**src/design/chunked_file_reassembler_defines.svh**
```systemverilog
// ----------------------------------------------------------------------------
// Chunked file reassembler assertion macros
// Shared property forms for the checks inside the design.
// ----------------------------------------------------------------------------
`ifndef CHUNKED_FILE_REASSEMBLER_DEFINES_SVH
`define CHUNKED_FILE_REASSEMBLER_DEFINES_SVH

// Same-cycle implication, sampled on clk and disabled during reset.
`define CFR_ASSERT_IMP(label, ante, cons) \
    label: assert property (@(posedge clk) disable iff (!rst_n) (ante) |-> (cons)) \
        else $error("chunked file reassembler check failed");

// Next-cycle implication, sampled on clk and disabled during reset.
`define CFR_ASSERT_NXT(label, ante, cons) \
    label: assert property (@(posedge clk) disable iff (!rst_n) (ante) |=> (cons)) \
        else $error("chunked file reassembler check failed");

`endif

```
**src/design/cfr_pkg.sv**
```systemverilog
// ----------------------------------------------------------------------------
// Chunked file reassembler package
// Beat types, result codes and shared widths.
// ----------------------------------------------------------------------------
package cfr_pkg;

    localparam int MAX_RESULTS = 4;
    localparam int CHUNK_W     = 9;
    localparam int RCOUNT_W    = 17;

    localparam logic ACT_START = 1'b0;
    localparam logic ACT_BYTE  = 1'b1;

    localparam logic [2:0] KIND_REQ    = 3'd0;
    localparam logic [2:0] KIND_PAY    = 3'd1;
    localparam logic [2:0] KIND_DONE   = 3'd2;
    localparam logic [2:0] KIND_ABSENT = 3'd3;
    localparam logic [2:0] KIND_ERR    = 3'd4;

    localparam logic [7:0] PRIORITY_BYTE = 8'd2;

    typedef struct packed {
        logic        action;
        logic [1:0]  archive_sel;
        logic [15:0] file_id;
        logic [7:0]  rx_byte;
    } item_t;

    typedef struct packed {
        logic [2:0]  kind;
        logic [7:0]  data_byte;
        logic [15:0] address;
        logic [15:0] total_size;
        logic        last;
    } result_t;

    typedef struct packed {
        logic [2:0]                  count;
        result_t [MAX_RESULTS-1:0]   res;
    } burst_t;

endpackage

```
**src/design/chunked_file_reassembler.sv**
```systemverilog
// ----------------------------------------------------------------------------
// Chunked file reassembler
// Client side of a chunked file-fetch protocol: sends the request bytes,
// checks each chunk header and delivers payload bytes with their offsets.
// ----------------------------------------------------------------------------
// An item enters an input register, is decoded against the transfer state
// and its results are loaded into a burst register that drives the result
// port. Received bytes flow at one item per clock while the result port is not
// stalled; a start item yields four request beats and a completing byte yields
// two, so the input then waits while the single result port drains the burst.
// An accepted item passes the input register and then the burst register.
`include "chunked_file_reassembler_defines.svh"

module chunked_file_reassembler #(
    parameter int CHUNK_PAYLOAD = 500
) (
    input  logic              clk,
    input  logic              rst_n,
    input  logic              item_valid,
    output logic              item_stall,
    input  cfr_pkg::item_t    item,
    output logic              result_valid,
    input  logic              result_stall,
    output cfr_pkg::result_t  result
);

    cfr_pkg::item_t  item_reg;
    logic            held_reg;
    logic            load_ok;
    logic            advance;
    cfr_pkg::burst_t burst;

    assign advance    = held_reg && load_ok;
    assign item_stall = held_reg && !load_ok;

    always_ff @(posedge clk or negedge rst_n)
    begin
        if (!rst_n)
        begin
            held_reg <= 1'b0;
        end
        else if (item_valid && !item_stall)
        begin
            held_reg <= 1'b1;
        end
        else if (advance)
        begin
            held_reg <= 1'b0;
        end
    end

    always_ff @(posedge clk)
    begin
        if (item_valid && !item_stall)
        begin
            item_reg <= item;
        end
    end

    cfr_core #(
        .CHUNK_PAYLOAD (CHUNK_PAYLOAD)
    ) u_core (
        .clk     (clk),
        .rst_n   (rst_n),
        .item_in (item_reg),
        .commit  (advance),
        .burst   (burst)
    );

    cfr_emit u_emit (
        .clk          (clk),
        .rst_n        (rst_n),
        .burst        (burst),
        .load         (advance),
        .load_ok      (load_ok),
        .result_valid (result_valid),
        .result_stall (result_stall),
        .result       (result)
    );

    // A start beat always produces the full four-beat request.
    `CFR_ASSERT_IMP(a_start_four, advance && item_reg.action == cfr_pkg::ACT_START, burst.count == 3'd4)
    // The input only backs up while a result is still waiting.
    `CFR_ASSERT_IMP(a_stall_cause, item_stall, result_valid)

endmodule

```
**src/design/cfr_core.sv**
```systemverilog
// ----------------------------------------------------------------------------
// Chunked file reassembler protocol core
// Holds the transfer state and turns one item into its burst of results.
// ----------------------------------------------------------------------------
`include "chunked_file_reassembler_defines.svh"

module cfr_core #(
    parameter int CHUNK_PAYLOAD = 500
) (
    input  logic            clk,
    input  logic            rst_n,
    input  cfr_pkg::item_t  item_in,
    input  logic            commit,
    output cfr_pkg::burst_t burst
);

    typedef enum logic [1:0] {
        PH_IDLE,
        PH_HEADER,
        PH_PAYLOAD
    } phase_t;

    localparam logic [cfr_pkg::RCOUNT_W-1:0] CP_WIDE = cfr_pkg::RCOUNT_W'(CHUNK_PAYLOAD);

    phase_t                        phase_reg, phase_next;
    logic [2:0]                    hcount_reg, hcount_next;
    logic [39:0]                   hstore_reg, hstore_next;
    logic [1:0]                    exp_arch_reg, exp_arch_next;
    logic [15:0]                   exp_file_reg, exp_file_next;
    logic                          tknown_reg, tknown_next;
    logic [15:0]                   tlen_reg, tlen_next;
    logic [15:0]                   waddr_reg, waddr_next;
    logic [cfr_pkg::CHUNK_W-1:0]   cleft_reg, cleft_next;
    logic [cfr_pkg::RCOUNT_W-1:0]  rcount_reg, rcount_next;

    logic [7:0]                    hdr_arch;
    logic [15:0]                   hdr_file;
    logic [15:0]                   hdr_total;
    logic [15:0]                   eff_total;
    logic [cfr_pkg::RCOUNT_W-1:0]  offset;
    logic [cfr_pkg::RCOUNT_W-1:0]  remain;
    logic [cfr_pkg::RCOUNT_W-1:0]  ccount;
    logic [cfr_pkg::CHUNK_W-1:0]   cleft_dec;
    logic [cfr_pkg::RCOUNT_W-1:0]  rcount_inc;

    function automatic cfr_pkg::result_t mk(input logic [2:0] kind, input logic [7:0] data,
                                            input logic [15:0] addr, input logic [15:0] total,
                                            input logic last);
        cfr_pkg::result_t r;
        r.kind       = kind;
        r.data_byte  = data;
        r.address    = addr;
        r.total_size = total;
        r.last       = last;
        return r;
    endfunction

    assign hdr_arch   = hstore_reg[39:32];
    assign hdr_file   = hstore_reg[31:16];
    assign hdr_total  = hstore_reg[15:0];
    assign eff_total  = tknown_reg ? tlen_reg : hdr_total;
    assign offset     = cfr_pkg::RCOUNT_W'(item_in.rx_byte) * CP_WIDE;
    assign remain     = {1'b0, eff_total} - offset;
    assign ccount     = (remain > CP_WIDE) ? CP_WIDE : remain;
    assign cleft_dec  = cleft_reg - 1'b1;
    assign rcount_inc = rcount_reg + 1'b1;

    always_comb
    begin
        phase_next    = phase_reg;
        hcount_next   = hcount_reg;
        hstore_next   = hstore_reg;
        exp_arch_next = exp_arch_reg;
        exp_file_next = exp_file_reg;
        tknown_next   = tknown_reg;
        tlen_next     = tlen_reg;
        waddr_next    = waddr_reg;
        cleft_next    = cleft_reg;
        rcount_next   = rcount_reg;
        burst         = '0;

        if (item_in.action == cfr_pkg::ACT_START)
        begin
            exp_arch_next = item_in.archive_sel;
            exp_file_next = item_in.file_id;
            hcount_next   = '0;
            hstore_next   = '0;
            tknown_next   = 1'b0;
            tlen_next     = '0;
            waddr_next    = '0;
            cleft_next    = '0;
            rcount_next   = '0;
            phase_next    = PH_HEADER;
            burst.count   = 3'd4;
            burst.res[0]  = mk(cfr_pkg::KIND_REQ, {6'd0, item_in.archive_sel}, '0, '0, 1'b0);
            burst.res[1]  = mk(cfr_pkg::KIND_REQ, item_in.file_id[15:8], '0, '0, 1'b0);
            burst.res[2]  = mk(cfr_pkg::KIND_REQ, item_in.file_id[7:0], '0, '0, 1'b0);
            burst.res[3]  = mk(cfr_pkg::KIND_REQ, cfr_pkg::PRIORITY_BYTE, '0, '0, 1'b1);
        end
        else
        begin
            unique case (phase_reg)
                PH_HEADER:
                begin
                    if (hcount_reg >= 3'd5)
                    begin
                        hcount_next = '0;
                        burst.count = 3'd1;
                        if (hdr_arch != {6'd0, exp_arch_reg} || hdr_file != exp_file_reg)
                        begin
                            phase_next   = PH_IDLE;
                            burst.res[0] = mk(cfr_pkg::KIND_ERR, '0, '0, '0, 1'b1);
                        end
                        else if (hdr_total == 16'd0)
                        begin
                            phase_next   = PH_IDLE;
                            burst.res[0] = mk(cfr_pkg::KIND_ABSENT, '0, '0, '0, 1'b1);
                        end
                        else
                        begin
                            tknown_next = 1'b1;
                            tlen_next   = eff_total;
                            if (tknown_reg && hdr_total != tlen_reg)
                            begin
                                phase_next   = PH_IDLE;
                                burst.res[0] = mk(cfr_pkg::KIND_ERR, '0, '0, '0, 1'b1);
                            end
                            else if (offset >= {1'b0, eff_total})
                            begin
                                phase_next   = PH_IDLE;
                                burst.res[0] = mk(cfr_pkg::KIND_ERR, '0, '0, '0, 1'b1);
                            end
                            else
                            begin
                                burst.count = 3'd0;
                                waddr_next  = offset[15:0];
                                cleft_next  = ccount[cfr_pkg::CHUNK_W-1:0];
                                phase_next  = PH_PAYLOAD;
                            end
                        end
                    end
                    else
                    begin
                        hstore_next = {hstore_reg[31:0], item_in.rx_byte};
                        hcount_next = hcount_reg + 1'b1;
                    end
                end
                PH_PAYLOAD:
                begin
                    waddr_next  = waddr_reg + 1'b1;
                    cleft_next  = cleft_dec;
                    rcount_next = rcount_inc;
                    if (cleft_dec != '0)
                    begin
                        burst.count  = 3'd1;
                        burst.res[0] = mk(cfr_pkg::KIND_PAY, item_in.rx_byte, waddr_reg, '0,
                                          1'b1);
                    end
                    else if (rcount_inc >= {1'b0, tlen_reg})
                    begin
                        phase_next   = PH_IDLE;
                        burst.count  = 3'd2;
                        burst.res[0] = mk(cfr_pkg::KIND_PAY, item_in.rx_byte, waddr_reg, '0,
                                          1'b0);
                        burst.res[1] = mk(cfr_pkg::KIND_DONE, '0, '0, tlen_reg, 1'b1);
                    end
                    else
                    begin
                        phase_next   = PH_HEADER;
                        hcount_next  = '0;
                        burst.count  = 3'd1;
                        burst.res[0] = mk(cfr_pkg::KIND_PAY, item_in.rx_byte, waddr_reg, '0,
                                          1'b1);
                    end
                end
                default:
                begin
                    burst.count = 3'd0;
                end
            endcase
        end
    end

    always_ff @(posedge clk or negedge rst_n)
    begin
        if (!rst_n)
        begin
            phase_reg    <= PH_IDLE;
            hcount_reg   <= '0;
            hstore_reg   <= '0;
            exp_arch_reg <= '0;
            exp_file_reg <= '0;
            tknown_reg   <= 1'b0;
            tlen_reg     <= '0;
            waddr_reg    <= '0;
            cleft_reg    <= '0;
            rcount_reg   <= '0;
        end
        else if (commit)
        begin
            phase_reg    <= phase_next;
            hcount_reg   <= hcount_next;
            hstore_reg   <= hstore_next;
            exp_arch_reg <= exp_arch_next;
            exp_file_reg <= exp_file_next;
            tknown_reg   <= tknown_next;
            tlen_reg     <= tlen_next;
            waddr_reg    <= waddr_next;
            cleft_reg    <= cleft_next;
            rcount_reg   <= rcount_next;
        end
    end

    // A chunk in progress always has a known, nonzero file length.
    `CFR_ASSERT_IMP(a_payload_has_total, phase_reg == PH_PAYLOAD, tknown_reg && tlen_reg != 16'd0)

endmodule

```
**src/design/cfr_emit.sv**
```systemverilog
// ----------------------------------------------------------------------------
// Chunked file reassembler result emitter
// Holds one burst of results and presents them one beat at a time.
// ----------------------------------------------------------------------------
`include "chunked_file_reassembler_defines.svh"

module cfr_emit (
    input  logic              clk,
    input  logic              rst_n,
    input  cfr_pkg::burst_t   burst,
    input  logic              load,
    output logic              load_ok,
    output logic              result_valid,
    input  logic              result_stall,
    output cfr_pkg::result_t  result
);

    cfr_pkg::result_t [cfr_pkg::MAX_RESULTS-1:0] res_reg;
    logic [2:0]                                  cnt_reg;
    logic                                        take;

    assign result_valid = (cnt_reg != 3'd0);
    assign result       = res_reg[0];
    assign take         = result_valid && !result_stall;
    assign load_ok      = (cnt_reg == 3'd0) || (cnt_reg == 3'd1 && take);

    always_ff @(posedge clk or negedge rst_n)
    begin
        if (!rst_n)
        begin
            cnt_reg <= '0;
        end
        else if (load)
        begin
            cnt_reg <= burst.count;
        end
        else if (take)
        begin
            cnt_reg <= cnt_reg - 1'b1;
        end
    end

    always_ff @(posedge clk)
    begin
        if (load)
        begin
            res_reg <= burst.res;
        end
        else if (take)
        begin
            res_reg <= {res_reg[cfr_pkg::MAX_RESULTS-1], res_reg[cfr_pkg::MAX_RESULTS-1:1]};
        end
    end

    // The beat marked last is the final one held in the burst.
    `CFR_ASSERT_IMP(a_last_is_final, result_valid && result.last, cnt_reg == 3'd1)
    // A burst that carries results is shown on the next cycle.
    `CFR_ASSERT_NXT(a_load_shows, load && burst.count != 3'd0, result_valid)

endmodule
```
**config.mk**
```make
export PLATFORM = sky130hd
export DESIGN_NAME = chunked_file_reassembler
export DESIGN_NICKNAME = d
export VERILOG_FILES = /design/src/design/cfr_pkg.sv /design/src/design/chunked_file_reassembler.sv /design/src/design/cfr_core.sv /design/src/design/cfr_emit.sv
export VERILOG_INCLUDE_DIRS = /design/src /design/src/design
export SDC_FILE = /design/constraint.sdc
export NUM_CORES = 1
export LEC_CHECK = 0
export BUFFER_PORTS_ARGS = -buffer_cell sky130_fd_sc_hd__buf_2
export CAP_MARGIN = 20
export CORE_ASPECT_RATIO = 1.5
export CORE_MARGIN = 10
export CORE_UTILIZATION = 56
export CTS_BUF_LIST = sky130_fd_sc_hd__clkbuf_8 sky130_fd_sc_hd__clkbuf_16
export CTS_CLUSTER_SIZE = 16
export DETAILED_ROUTE_END_ITERATION = 16
export HOLD_SLACK_MARGIN = 0.15
export PLACE_DENSITY = 0.75
export SLEW_MARGIN = 20
export SYNTH_ARGS = -nofsm -noshare
export SYNTH_HDL_FRONTEND = slang
export SYNTH_SLANG_ARGS = --single-unit
```
**constraint.sdc**
```tcl
create_clock -name clk -period 6.2 [get_ports clk]
set_input_delay 1.86 -clock clk [delete_from_list [all_inputs] [get_ports clk]]
set_output_delay 1.86 -clock clk [all_outputs]
set_load 0.05 [all_outputs]
```
==> metrics.md <==
| Metric | Value |
|---|---|
| Antenna violations before repair | 0 |
| Die Span Y | 209 microns |
| Routing usage on met2 | 0.366 |
| CTS clk-pin slew, worst paths | 0.07 ns |
| IO Pins | 77 |
| Met1 GRT Util | 0.225 |
| Slowest stage delay, CP | 0.56 ns |
| Fin. max-slew vios | 0 |
| Most frequent CP cell | xor2_1 |
| Count leader, synth | dfrtp_1 |
| Min cycle time layout | 6.09 ns |
| Clock Tree Root | clkbuf_16 |
| Post-Syn Area | 0.0134 sq mm |
| Clk_lat worst skew | 0.52 ns |
| Placed Instances | 1559 |
| Worst Path Required | 6.61 ns |
| Routed vias/inst | 6.00 |
| Die width | 146 microns |
| Post-DP HPWL | 23000 microns |
| CORE AREA | around 0.024 sq mm |
| Drt wl/cell | 19.8 microns |
| Vias in the first global route | 9744 |
| Crit path max fanout | 5 |
| Max reg flops | 44 |
| Ys async rst share | 0.541 |
| Syn_area_per_cell | 10.9 sq um |
| Die area | 0.0307 sq mm |
| Slack of the critical path | 0.107 ns |
| Share of the synthesized area in the top cell type | 0.240 |
| DR iter-0 viols | 891 |
| Global route total overflow | 0 |
| CTS tree | built |
| Synth Instances | 1233 |
| Tot GR Track Use | 0.201 |
| Largest net degree at the start of global routing | 82 |
| Hold Fails Final Rpt | 0 |
| Distinct cell type count after synthesis | 82 |
| Drc violations | 0 |
| Fraction of layout cells with a size suffix above 1 | 0.171 |
| Endpoint type of the worst setup path | register |
| Post-Place Worst Slack | -0.0796 ns |
| Non-Filler Instances | 1607 |
| Final nets | 1404 |
| RSZ-0062 raised after global routing | yes |
| Routed vias | 9649 |
| Crit path launch type | register |
| Critical path's slowest cell | fa_2 |
| Worst Hold Class | register to register |
| Fin util | 0.626 |
| Gr busiest metal | met2 |
| Worst-path cell chain | buf_4 > fa_2 > xor2_1 > ha_1 > fa_1 > inv_2 > fa_1 > inv_2 > ha_4 > o211ai_1 > a21boi_2 > o41ai_2 > xor2_1 > ha_4 > a21oi_2 > o21ai_2 > a21o_1 > a221oi_2 > xor2_1 > nand4_2 > or3_4 > o41ai_2 |
| Final WL | 31800 microns |
| Max-Cap Viols | 0 |
| Nets in the synthesized netlist | 1365 |
| Setup Skew | 0.0149 ns |
| Final period utilization | 0.983 |
| Row count | 69 |
| Final Wtd Congestion | 1.02 |
| Synthesis-to-finish area growth | 10.5% |
| Remaining antenna violation count | 0 |
| CTS Buf Count | 22 |
| Slew HR | 0.243 |
| Commonest cells post-synth | dfrtp_1, edfxtp_1, nand2_1 |
| Synthesis Warnings | 0 |
| ANT cells | 0 |
| Top FF cell, synth | dfrtp_1 |
| EDFF count, synth | 107 |
| Initial Utilization | 0.567 |
| Crit Path Category | register to register |
| First-pass GRT wire length | 50600 microns |
| H-tree Lvls | 1 |
| Clock sink count | 233 |
| Worst slew pin tran | 1.13 ns |
| Status | finished clean |
| GR Layer Usage met3 | 0.0263 |
| Fmax | about 0.16 GHz |
| Endpoints failing setup | 0 |
| Seq/Total Area, Yosys | 0.475 |
| Worst endpoint data arrival time | approximately 6.5 ns |
| Clock Tree Buf Depth | 3 |
| Leading area contributor after synthesis | edfxtp_1 |
| Synth Register Bits | roughly 230 |
| IO Port Bufs | 76 |
| CTS Hold Bufs | 0 |
| Drt pass-1 iters | 5 |
| Top cells by area, synth | edfxtp_1, dfrtp_1, ha_1 |
==> path summary, 6_finish.rpt <==
path | endpoint | cells after the start | slack (ns) | startpoint
worst max-delay path | u_core.cleft_reg[1]$_DFFE_PN0P_ | 22 | 0.11 | item_reg[1]$_DFFE_PP_
worst min-delay path | u_core.hstore_reg[37]$_DFFE_PN0P_ | 1 | 0.50 | u_core.hstore_reg[37]$_DFFE_PN0P_
worst max register to register | u_core.cleft_reg[1]$_DFFE_PN0P_ | 22 | 0.11 | item_reg[1]$_DFFE_PP_
worst min register to register | u_core.hstore_reg[37]$_DFFE_PN0P_ | 1 | 0.50 | u_core.hstore_reg[37]$_DFFE_PN0P_
max in group asynchronous | u_core.cleft_reg[6]$_DFFE_PN0P_ | 2 | 3.83 | rst_n
min in group asynchronous | u_core.hstore_reg[5]$_DFFE_PN0P_ | 1 | 1.34 | rst_n
==> cell type report <==
class                   count  area, sq um
inverters                  78          293
flip-flops and latches    233         6370
fillers                  1956         8840
repair buffers            110          674
clock inverters            12          103
multi-input cells         827         6320
well taps                 319          399
clock buffers              28          656
==> stage by stage <==
step	hold WS (ns)	TNS [ns]	instance area, sq um
after CTS	0.502	-0.00484	14700
after detailed placement	0.488	-0.295	13900
after floorplan	0.464	0	13400
after global placement	0.482	0	13900
after global routing	0.509	-0.880	14800
final	0.503	0	14800
==> logic make-up after synthesis <==
logic type                 count (synthesis)  synth area share
AOI/OAI and AO/OA                        256             0.138
buffers and inverters                    173            0.0624
DFF                                      233             0.475
muxes                                     38            0.0315
adders and majority gates                101             0.107
and+or+nand+nor                          362             0.140
xor gates and xnor gates                  70            0.0468
==> critical path: cells and delay by family, from the launching register on <==
family                   cells  cell delay [ns]
flip-flops                   1             0.45
AND/OR/NAND/NOR              2             0.61
AO/OA/AOI/OAI                8             1.53
buffers and inverters        3             0.27
XOR/XNOR                     3             0.73
adder cells (fa/ha/maj)      6             2.42
==> routing by layer <==
| metal | vias up | part of all wire |
|---|---|---|
| li1 | 4483 | - |
| met1 | 4765 | 0.38 |
| met2 | 320 | 0.52 |
| met3 | 81 | 0.049 |
| met4 | 0 | 0.050 |
| met5 | - | 0 |
==> cells in the final DEF, fill, tap and decap left out, types with 13 or more instances in the layout <==
master / netlist / routed
a21oi_1: 29 / 26
a22o_1: 65 / 65
and2_1: 35 / 35
and3_1: 22 / 21
buf_2: 3 / 75
buf_4: 45 / 32
clkbuf_16: 0 / 24
dfrtp_1: 126 / 126
edfxtp_1: 107 / 107
fa_1: 22 / 21
ha_1: 79 / 75
inv_1: 78 / 79
mux2_2: 32 / 32
nand2_1: 99 / 99
nand2b_1: 27 / 27
nand3_1: 28 / 28
nor2_1: 52 / 51
nor3_1: 36 / 35
nor4_1: 13 / 13
o21ai_0: 59 / 58
xnor2_1: 34 / 34
xor2_1: 35 / 35
==> timing repair <==
action | in CTS | in global routing
setup endpoints to repair | 7 | 27
gates resized for setup | 5 | 20
pin swaps | 0 | 14
buffers inserted | 1 | 6
Power is not shown: default switching activity piles up to over one toggle a cycle in this logic, so the estimate is an artifact.
